===== src/rtl/core/rlp_pkg.sv =====
// Shared constants, codes and payload types for the RGB LED pulse pipeline.
// Used by rlp_ramp, rlp_dim, rgb_led_pulse_from_knobs_top and the testbench; depends on nothing.
package rlp_pkg;

    localparam int ADC_W          = 12;
    localparam int PWM_W          = 16;
    localparam int ADC_FULL_SCALE = 4096;
    localparam int NUM_SEGS       = 6;
    localparam int SEG_LEN        = ADC_FULL_SCALE / NUM_SEGS;
    localparam int POS_W          = $clog2(SEG_LEN);
    localparam int SEG_W          = 3;
    localparam int RAW_W          = PWM_W + POS_W;
    localparam int RECIP_SHIFT    = 36;
    localparam int RECIP_W        = 27;
    localparam int PROD_W         = RAW_W + RECIP_W;
    localparam int SCALE_W        = PWM_W + ADC_W;
    localparam longint unsigned RECIP = (64'd1 << RECIP_SHIFT) / SEG_LEN;
    localparam logic [PWM_W-1:0] PERIOD_RESET = 16'd4095;

    typedef enum logic [1:0] {
        ACT_STANDBY  = 2'd0,
        ACT_HUE      = 2'd1,
        ACT_KNOB_CAL = 2'd2,
        ACT_LED_CAL  = 2'd3
    } t_action;

    typedef enum logic [1:0] {
        TGT_KNOB1 = 2'd0,
        TGT_KNOB2 = 2'd1,
        TGT_KNOB3 = 2'd2,
        TGT_NONE  = 2'd3
    } t_target;

    typedef enum logic [SEG_W-1:0] {
        SEG_RED_YELLOW    = 3'd0,
        SEG_YELLOW_GREEN  = 3'd1,
        SEG_GREEN_CYAN    = 3'd2,
        SEG_CYAN_BLUE     = 3'd3,
        SEG_BLUE_MAGENTA  = 3'd4,
        SEG_MAGENTA_RED   = 3'd5,
        SEG_TAIL_RED      = 3'd6
    } t_seg;

    typedef struct packed {
        t_action            action;
        t_target            target;
        logic [ADC_W-1:0]   knob_one;
        logic [ADC_W-1:0]   knob_two;
        logic [ADC_W-1:0]   knob_three;
    } t_item;

    typedef struct packed {
        logic  valid;
        t_item item;
    } t_req;

    typedef struct packed {
        logic               valid;
        t_item              item;
        t_seg               seg;
        logic [PWM_W-1:0]   ramp;
    } t_ramp_res;

    typedef struct packed {
        logic               dim_en;
        logic [PWM_W-1:0]   level;
        logic [ADC_W-1:0]   knob;
    } t_dim_in;

    function automatic logic [ADC_W-1:0] seg_base(input t_seg s);
        return ADC_W'(int'(s) * SEG_LEN);
    endfunction

endpackage


===== src/rtl/core/rlp_ramp.sv =====
// Four-stage hue front end: segment split of the reversed color knob and
// ramp = period * pos / SEG_LEN by reciprocal multiply. Depends on rlp_pkg.
module rlp_ramp (
    input  logic                           i_clk,
    input  logic                           i_rst_n,
    input  logic [rlp_pkg::PWM_W-1:0]      i_pwm_period,
    input  rlp_pkg::t_req                  i_req,
    output rlp_pkg::t_ramp_res             o_res
);

    logic [rlp_pkg::ADC_W-1:0]   colour;
    rlp_pkg::t_seg               n_seg;
    logic [rlp_pkg::PROD_W-1:0]  recip_prod;
    logic [rlp_pkg::RAW_W-1:0]   rem;

    logic                        r_s1_vld, r_s2_vld, r_s3_vld, r_s4_vld;
    rlp_pkg::t_item              r_s1_item, r_s2_item, r_s3_item, r_s4_item;
    rlp_pkg::t_seg               r_s1_seg, r_s2_seg, r_s3_seg, r_s4_seg;
    logic [rlp_pkg::POS_W-1:0]   r_s1_pos;
    logic [rlp_pkg::RAW_W-1:0]   r_s2_raw, r_s3_raw;
    logic [rlp_pkg::PWM_W-1:0]   r_s3_quot, r_s4_ramp;

    assign colour = rlp_pkg::ADC_W'(rlp_pkg::ADC_FULL_SCALE - 1) - i_req.item.knob_two;

    always_comb begin
        n_seg = rlp_pkg::SEG_RED_YELLOW;
        for (int i = 1; i <= rlp_pkg::NUM_SEGS; i++) begin
            if (colour >= rlp_pkg::ADC_W'(i * rlp_pkg::SEG_LEN)) begin
                n_seg = rlp_pkg::t_seg'(rlp_pkg::SEG_W'(i));
            end
        end
    end

    assign recip_prod = rlp_pkg::PROD_W'(r_s2_raw) * rlp_pkg::PROD_W'(rlp_pkg::RECIP);
    assign rem = r_s3_raw - rlp_pkg::RAW_W'(r_s3_quot) * rlp_pkg::RAW_W'(rlp_pkg::SEG_LEN);

    always_ff @(posedge i_clk) begin
        if (!i_rst_n) begin
            r_s1_vld <= 1'b0;
            r_s2_vld <= 1'b0;
            r_s3_vld <= 1'b0;
            r_s4_vld <= 1'b0;
        end else begin
            r_s1_vld <= i_req.valid;
            r_s2_vld <= r_s1_vld;
            r_s3_vld <= r_s2_vld;
            r_s4_vld <= r_s3_vld;
        end
    end

    always_ff @(posedge i_clk) begin
        r_s1_item <= i_req.item;
        r_s1_seg  <= n_seg;
        r_s1_pos  <= rlp_pkg::POS_W'(colour - rlp_pkg::seg_base(n_seg));

        r_s2_item <= r_s1_item;
        r_s2_seg  <= r_s1_seg;
        r_s2_raw  <= rlp_pkg::RAW_W'(i_pwm_period) * rlp_pkg::RAW_W'(r_s1_pos);

        r_s3_item <= r_s2_item;
        r_s3_seg  <= r_s2_seg;
        r_s3_raw  <= r_s2_raw;
        r_s3_quot <= recip_prod[rlp_pkg::RECIP_SHIFT +: rlp_pkg::PWM_W];

        r_s4_item <= r_s3_item;
        r_s4_seg  <= r_s3_seg;
        r_s4_ramp <= r_s3_quot + rlp_pkg::PWM_W'(rem >= rlp_pkg::RAW_W'(rlp_pkg::SEG_LEN));
    end

    assign o_res.valid = r_s4_vld;
    assign o_res.item  = r_s4_item;
    assign o_res.seg   = r_s4_seg;
    assign o_res.ramp  = r_s4_ramp;

    a_ramp_in_range: assert property (@(posedge i_clk) disable iff (!i_rst_n)
        r_s4_vld |-> (r_s4_ramp <= i_pwm_period))
        else $error("ramp exceeds period");

    a_ramp_latency: assert property (@(posedge i_clk) disable iff (!i_rst_n)
        i_req.valid |-> ##4 o_res.valid)
        else $error("ramp result lost");

endmodule


===== src/rtl/core/rlp_dim.sv =====
// Two-stage brightness lane: level + knob * (period - level) / full scale,
// or the level unchanged when dimming is off. Depends on rlp_pkg.
module rlp_dim (
    input  logic                           i_clk,
    input  logic [rlp_pkg::PWM_W-1:0]      i_pwm_period,
    input  rlp_pkg::t_dim_in               i_dim,
    output logic [rlp_pkg::PWM_W-1:0]      o_pulse
);

    logic                          r_dim_en;
    logic [rlp_pkg::PWM_W-1:0]     r_level;
    logic [rlp_pkg::SCALE_W-1:0]   r_prod;
    logic [rlp_pkg::PWM_W-1:0]     r_pulse;
    logic [rlp_pkg::PWM_W-1:0]     n_pulse;

    always_comb begin
        if (r_dim_en) begin
            n_pulse = r_level + r_prod[rlp_pkg::SCALE_W-1 -: rlp_pkg::PWM_W];
        end else begin
            n_pulse = r_level;
        end
    end

    always_ff @(posedge i_clk) begin
        r_dim_en <= i_dim.dim_en;
        r_level  <= i_dim.level;
        r_prod   <= rlp_pkg::SCALE_W'(i_dim.knob)
                    * rlp_pkg::SCALE_W'(i_pwm_period - i_dim.level);
        r_pulse  <= n_pulse;
    end

    assign o_pulse = r_pulse;

endmodule


===== src/rtl/core/rgb_led_pulse_from_knobs_top.sv =====
// An accepted request gives its strobe after passing rlp_ramp, the stage-5 register and the rlp_dim lane.
// Throughput: one request per cycle; busy is always low, and the receiver cannot stall.
// Standby requests are dropped at entry and give no strobe.
// Synchronous active-low reset clears the valid pipeline and sets the period to 4095.
// Holds the period register, color selection and scaling stage, and the three dim lanes.
// Depends on rlp_pkg, rlp_ramp and rlp_dim.
module rgb_led_pulse_from_knobs_top (
    input  logic                           i_clk,
    input  logic                           i_rst_n,
    input  logic                           i_cfg_we,
    input  logic [rlp_pkg::PWM_W-1:0]      i_cfg_wdata,
    input  logic                           start,
    output logic                           busy,
    input  logic [1:0]                     i_action,
    input  logic [1:0]                     i_cal_target,
    input  logic [rlp_pkg::ADC_W-1:0]      i_knob_one,
    input  logic [rlp_pkg::ADC_W-1:0]      i_knob_two,
    input  logic [rlp_pkg::ADC_W-1:0]      i_knob_three,
    output logic                           o_strobe,
    output logic [rlp_pkg::PWM_W-1:0]      o_red_pulse,
    output logic [rlp_pkg::PWM_W-1:0]      o_green_pulse,
    output logic [rlp_pkg::PWM_W-1:0]      o_blue_pulse
);

    logic [rlp_pkg::PWM_W-1:0]     r_pwm_period;
    rlp_pkg::t_req                 req;
    rlp_pkg::t_ramp_res            ramp_res;

    logic [rlp_pkg::PWM_W-1:0]     p, ramp;
    logic [rlp_pkg::PWM_W-1:0]     sel_r, sel_g, sel_b;
    logic [rlp_pkg::ADC_W-1:0]     knob_g, knob_b;
    logic [rlp_pkg::SCALE_W-1:0]   prod_r, prod_g, prod_b;
    logic [rlp_pkg::PWM_W-1:0]     cal_r, cal_g, cal_b;
    logic                          is_hue, knob_cal, one_target;
    rlp_pkg::t_dim_in              n_dim_r, n_dim_g, n_dim_b;

    logic                          r_s5_vld, r_s6_vld, r_s7_vld;
    rlp_pkg::t_dim_in              r_s5_dim_r, r_s5_dim_g, r_s5_dim_b;

    assign busy = 1'b0;

    always_ff @(posedge i_clk) begin
        if (!i_rst_n) begin
            r_pwm_period <= rlp_pkg::PERIOD_RESET;
        end else if (i_cfg_we) begin
            r_pwm_period <= i_cfg_wdata;
        end
    end

    assign req.valid = start && !busy
                       && (rlp_pkg::t_action'(i_action) != rlp_pkg::ACT_STANDBY);
    assign req.item.action     = rlp_pkg::t_action'(i_action);
    assign req.item.target     = rlp_pkg::t_target'(i_cal_target);
    assign req.item.knob_one   = i_knob_one;
    assign req.item.knob_two   = i_knob_two;
    assign req.item.knob_three = i_knob_three;

    rlp_ramp u_ramp (
        .i_clk        (i_clk),
        .i_rst_n      (i_rst_n),
        .i_pwm_period (r_pwm_period),
        .i_req        (req),
        .o_res        (ramp_res)
    );

    assign p    = r_pwm_period;
    assign ramp = ramp_res.ramp;

    always_comb begin
        unique case (ramp_res.seg)
            rlp_pkg::SEG_RED_YELLOW: begin
                sel_r = p;        sel_g = ramp;     sel_b = '0;
            end
            rlp_pkg::SEG_YELLOW_GREEN: begin
                sel_r = p - ramp; sel_g = p;        sel_b = '0;
            end
            rlp_pkg::SEG_GREEN_CYAN: begin
                sel_r = '0;       sel_g = p;        sel_b = ramp;
            end
            rlp_pkg::SEG_CYAN_BLUE: begin
                sel_r = '0;       sel_g = p - ramp; sel_b = p;
            end
            rlp_pkg::SEG_BLUE_MAGENTA: begin
                sel_r = ramp;     sel_g = '0;       sel_b = p;
            end
            rlp_pkg::SEG_MAGENTA_RED: begin
                sel_r = p;        sel_g = '0;       sel_b = p - ramp;
            end
            default: begin
                sel_r = p;        sel_g = '0;       sel_b = '0;
            end
        endcase
    end

    assign is_hue     = (ramp_res.item.action == rlp_pkg::ACT_HUE);
    assign knob_cal   = (ramp_res.item.action == rlp_pkg::ACT_KNOB_CAL);
    assign one_target = knob_cal && (ramp_res.item.target != rlp_pkg::TGT_NONE);

    assign knob_g = (knob_cal && !one_target) ? ramp_res.item.knob_one
                                              : ramp_res.item.knob_two;
    assign knob_b = (knob_cal && !one_target) ? ramp_res.item.knob_one
                                              : ramp_res.item.knob_three;

    assign prod_r = rlp_pkg::SCALE_W'(ramp_res.item.knob_one) * rlp_pkg::SCALE_W'(p);
    assign prod_g = rlp_pkg::SCALE_W'(knob_g) * rlp_pkg::SCALE_W'(p);
    assign prod_b = rlp_pkg::SCALE_W'(knob_b) * rlp_pkg::SCALE_W'(p);

    assign cal_r = (one_target && ramp_res.item.target != rlp_pkg::TGT_KNOB1) ? p
                   : prod_r[rlp_pkg::SCALE_W-1 -: rlp_pkg::PWM_W];
    assign cal_g = (one_target && ramp_res.item.target != rlp_pkg::TGT_KNOB2) ? p
                   : prod_g[rlp_pkg::SCALE_W-1 -: rlp_pkg::PWM_W];
    assign cal_b = (one_target && ramp_res.item.target != rlp_pkg::TGT_KNOB3) ? p
                   : prod_b[rlp_pkg::SCALE_W-1 -: rlp_pkg::PWM_W];

    always_comb begin
        n_dim_r.dim_en = is_hue;
        n_dim_g.dim_en = is_hue;
        n_dim_b.dim_en = is_hue;
        n_dim_r.knob   = ramp_res.item.knob_one;
        n_dim_g.knob   = ramp_res.item.knob_one;
        n_dim_b.knob   = ramp_res.item.knob_one;
        n_dim_r.level  = is_hue ? (p - sel_r) : cal_r;
        n_dim_g.level  = is_hue ? (p - sel_g) : cal_g;
        n_dim_b.level  = is_hue ? (p - sel_b) : cal_b;
    end

    always_ff @(posedge i_clk) begin
        if (!i_rst_n) begin
            r_s5_vld <= 1'b0;
            r_s6_vld <= 1'b0;
            r_s7_vld <= 1'b0;
        end else begin
            r_s5_vld <= ramp_res.valid;
            r_s6_vld <= r_s5_vld;
            r_s7_vld <= r_s6_vld;
        end
    end

    always_ff @(posedge i_clk) begin
        r_s5_dim_r <= n_dim_r;
        r_s5_dim_g <= n_dim_g;
        r_s5_dim_b <= n_dim_b;
    end

    rlp_dim u_dim_red (
        .i_clk        (i_clk),
        .i_pwm_period (r_pwm_period),
        .i_dim        (r_s5_dim_r),
        .o_pulse      (o_red_pulse)
    );

    rlp_dim u_dim_green (
        .i_clk        (i_clk),
        .i_pwm_period (r_pwm_period),
        .i_dim        (r_s5_dim_g),
        .o_pulse      (o_green_pulse)
    );

    rlp_dim u_dim_blue (
        .i_clk        (i_clk),
        .i_pwm_period (r_pwm_period),
        .i_dim        (r_s5_dim_b),
        .o_pulse      (o_blue_pulse)
    );

    assign o_strobe = r_s7_vld;

    a_result_follows: assert property (@(posedge i_clk) disable iff (!i_rst_n)
        req.valid |-> ##7 o_strobe)
        else $error("accepted request produced no result");

    a_result_has_source: assert property (@(posedge i_clk) disable iff (!i_rst_n)
        o_strobe |-> $past(req.valid, 7))
        else $error("result without a matching request");

    a_pulse_in_period: assert property (@(posedge i_clk) disable iff (!i_rst_n)
        o_strobe |-> (o_red_pulse <= r_pwm_period) && (o_green_pulse <= r_pwm_period)
                     && (o_blue_pulse <= r_pwm_period))
        else $error("pulse value above period");

endmodule


===== config.mk =====
export PLATFORM = sky130hd
export DESIGN_NAME = rgb_led_pulse_from_knobs_top
export DESIGN_NICKNAME = d
export VERILOG_FILES = /design/src/rtl/core/rlp_pkg.sv /design/src/rtl/core/rlp_ramp.sv /design/src/rtl/core/rlp_dim.sv /design/src/rtl/core/rgb_led_pulse_from_knobs_top.sv
export SDC_FILE = /design/constraint.sdc
export NUM_CORES = 2
export LEC_CHECK = 0
export ABC_AREA = 0
export BUFFER_PORTS_ARGS = -buffer_cell sky130_fd_sc_hd__buf_2
export CORE_ASPECT_RATIO = 1.1
export CORE_MARGIN = 2
export CORE_UTILIZATION = 45
export CTS_CLUSTER_DIAMETER = 50
export DETAILED_ROUTE_END_ITERATION = 12
export HOLD_SLACK_MARGIN = 0.08
export PLACE_DENSITY = 0.63
export SLEW_MARGIN = 20
export SYNTH_ARGS = -nofsm -noshare
export SYNTH_HDL_FRONTEND = slang
export SYNTH_SLANG_ARGS = --single-unit
export TNS_END_PERCENT = 20

===== constraint.sdc =====
create_clock -name i_clk -period 8 [get_ports i_clk]
set_clock_uncertainty 0.2 [all_clocks]
set_input_delay 1.6 -clock i_clk [delete_from_list [all_inputs] [get_ports i_clk]]
set_output_delay 1.6 -clock i_clk [all_outputs]
set_load 0.05 [all_outputs]

==> flow_metrics.tcl <==
set metrics [dict create \
    vias 54600 \
    outcome "finished, final reports clean" \
    syn_nets 10100 \
    drt_first_pass_iters 9 \
    cts.sinks 494 \
    syn_inst 8026 \
    drive_above_1_share_pct 7.39 \
    clk_path_buf_depth 3 \
    start_util_pct 45.3 \
    r2r_slack_ps 300 \
    worstPathMaxFanout 6 \
    cp-startpoint "p[0]" \
    cts_root_buf "clkbuf_16" \
    htree_levels 3 \
    drt-met1-wl_um 80900 \
    port_buffers 108 \
    grt_pass1_wl_um 310000 \
    hold_buffers 0 \
    min_from "u_ramp.r_s2_item[24]" \
    hpwlAfterDp_um 154000 \
    required_ps 8330 \
    rsz0062_at_grt "yes" \
    timing.hold.ws_ps 122 \
    dp_cells 10000 \
    yosysUniqueCellTypes 82 \
    synth_warnings 0 \
    critical_path.most_common_cell "fa_1" \
    fin_crit_sh_pct 96.2 \
    wl_per_cell_um 19.0 \
    rr_startpoint "p[0]" \
    grt_pass1_vias 56900 \
    slew_headroom_pct 23.3 \
    period_minus_slack_ps 7700 \
    syn_avg_cell_area_sq_um 8.91 \
    worstMarginPinSlew_ps 1150 \
    crit_arrival_ps 8030 \
    finalHoldViolations 0 \
    grt_usage_pct 24.2 \
    row_count 153 \
    route.met3.wl_um 11900 \
    hold_class "flip-flop to flip-flop" \
    ys_seq_elements 494 \
    drt-total-wl_um 193000 \
    synthArstFlopShare_pct 0 \
    rr_endpoint "u_dim_blue.r_prod[27]" \
    worstSkewPairLatency_ps 690 \
    wl_met2_um 93300 \
    critPathKind "flip-flop to flip-flop" \
    die_h_um 422 \
    fill_cells 15000 \
    tritoncts "built" \
    cts_buffers 75 \
    die_area_sq_um 162000 \
    regArea_sq_um 9930 \
    crit_slowest_cell "fa_1" \
    fin_cells 10200 \
    worstSetupEndpointType "flip-flop" \
    crit_end "u_dim_blue.r_prod[27]" \
    multi_input_area_sq_um 55000 \
    core_area_sq_um 158000 \
    vias_per_cell 5.36 \
    drv_slew 0 \
    die_width_um 384 \
    fmax_mhz 130 \
    rr_worst_depth 30 \
    max_stage_delay_ps 610 \
    start_kind "flip-flop" \
    finalSetupViolations 0 \
    ys.flop_type "dfxtp_1" \
    cts.clk_slew.worst_paths_ps 60 \
    grt_max_degree 52 \
    synth_seq_area_share_pct 13.8 \
    syn_area_sq_um 71500 \
    area_growth_pct 8.58 \
    ios 110 \
    drtIter0Drc 3590 \
    routed.top_layer "met5" \
    final_nets 10100 \
    antenna_found_initial 10 \
    maxCapViolations 0 \
    ant_nets 0 \
    drc 0 \
    synth_edf_count 0 \
    overflow 0 \
    gp_routability_congestion 0.921 \
]
[cell usage in the layout, fill, tap and decap left out, types with 29 or more instances in the layout]
master	synthesis	layout
xnor2_1	207	202
mux2_2	34	34
nor2b_1	84	84
xor2_1	98	97
a311oi_1	33	31
a211oi_1	36	33
dfxtp_2	0	33
o21a_1	29	29
buf_2	1	108
nor3_1	82	80
ha_1	821	820
a31oi_1	39	38
nor2_1	240	237
clkbuf_16	0	75
o211ai_1	48	48
dfxtp_1	494	460
and3_1	41	41
and2_1	346	346
nand3_1	101	101
or2_2	31	31
buf_4	1	193
a21oi_1	260	247
mux2i_1	29	29
nor4_1	31	29
a21o_1	92	92
o21ai_0	158	154
nand2_1	1279	1279
fa_1	1185	1185
inv_1	1433	1430
nand2b_1	49	49
[flip-flops by register name, indices dropped and copies added, names as in the netlist, 25 cells and up]
register,cells
u_ramp.r_s3_raw,25
u_ramp.r_s1_item,40
u_ramp.r_s2_item,40
r_s5_dim_b,29
u_ramp.r_s2_raw,26
u_ramp.o_res,40
u_ramp.r_s3_item,40
[layer usage]
| metal | global-route usage (%) | vias up |
|---|---|---|
| met4 | 8.64 | 10 |
| li1 | - | 25400 |
| met5 | 0 | - |
| met3 | 3.37 | 305 |
| met2 | 40.6 | 1605 |
| met1 | 31.7 | 27300 |
[worst min-delay path by stage]
stage | end | slack, ps | depth (start not counted)
after global routing | u_ramp.r_s2_item[14] | 130 | 0
final | u_ramp.r_s3_item[24] | 120 | 0
after detailed placement | u_ramp.o_res[37] | 110 | 0
after floorplan | u_dim_red.r_dim_en | 110 | 0
after CTS | u_ramp.r_s3_item[24] | 120 | 0
after global placement | u_ramp.r_s3_seg[0] | 110 | 0
[cell families (layout without fill, tap and decap cells)]
kind of cell / Yosys count / count (layout) / share of synthesized area (%)
xor+xnor: 305 / 305 / 3.74
mux: 63 / 63 / 0.942
simple gates: 2380 / 2380 / 15.3
flops: 494 / 494 / 13.8
fa+ha+maj: 2006 / 2006 / 47.6
other cells: 1 / 2 / 0.00525
buf+inv: 1801 / 1872 / 9.46
compound gates: 976 / 976 / 9.12
[stage by stage]
step,cell area (sq um),setup TNS (ps),util [%],setup WS [ps]
CTS,77300,0,49.0,8.68
global placement,74700,-175,47.3,-154
detailed placement,74700,-366,47.3,-233
finish,77600,0,49.1,304
floorplan,71500,0,-,71.6
global route,77600,-86.2,49.1,-55.4
[area by class of cell]
type / count / area share (%)
Clock buffer: 89 / 2.58
Inverter: 1433 / 6.94
Clock inverter: 47 / 0.769
Sequential cell: 494 / 12.8
Tap cell: 2092 / 3.37
Multi-Input combinational cell: 5731 / 70.9
Antenna cell: 1 / 0.00322
Timing Repair Buffer: 303 / 2.61
[cells in the mapped netlist, types with 15 or more instances]
cell type / number / share of area, %
and2_1: 346 / 3.0
mux2i_1: 29 / 0.41
a22oi_1: 25 / 0.26
o21a_1: 29 / 0.30
o21ai_0: 158 / 1.1
o22ai_1: 15 / 0.13
nand4_1: 17 / 0.15
a21oi_1: 260 / 1.8
inv_1: 1433 / 7.5
o21bai_1: 24 / 0.25
nand2_1: 1279 / 6.7
xor2_1: 98 / 1.2
or2_2: 31 / 0.27
o211ai_1: 48 / 0.50
nor2_1: 240 / 1.3
nand3_1: 101 / 0.71
a211oi_1: 36 / 0.38
o21ai_1: 15 / 0.11
buf_1: 23 / 0.12
xnor2_1: 207 / 2.5
o31ai_1: 22 / 0.23
a21boi_0: 22 / 0.23
or3_1: 26 / 0.23
mux2_2: 34 / 0.54
fa_1: 1185 / 33
nor2b_1: 84 / 0.74
a222oi_1: 26 / 0.36
a211o_1: 18 / 0.22
a311oi_1: 33 / 0.40
dfxtp_1: 494 / 14
nor3_1: 82 / 0.57
ha_1: 821 / 14
a31oi_1: 39 / 0.34
nand2b_1: 49 / 0.43
and3_1: 41 / 0.36
nor4_1: 31 / 0.27
a21o_1: 92 / 0.97
nor3b_1: 19 / 0.20
clkbuf_1: 343 / 1.8
[worst max-delay path: cells and delay by family, from the launching register on]
kind | cells | cell delay [ps]
adder cells (fa/ha/maj) | 8 | 3450
buffers and inverters | 6 | 590
XOR/XNOR | 1 | 70
AND/OR/NAND/NOR | 2 | 520
flip-flops | 1 | 330
AO/OA/AOI/OAI | 13 | 2370
[repair_timing]
item	CTS	global route
pin swaps	1	10
buffers inserted	1	6
endpoints found under the setup margin	6	34
gates resized for setup	4	53
Power is not shown: default switching activity piles up to over one toggle a cycle in this logic, so the estimate is an artifact.
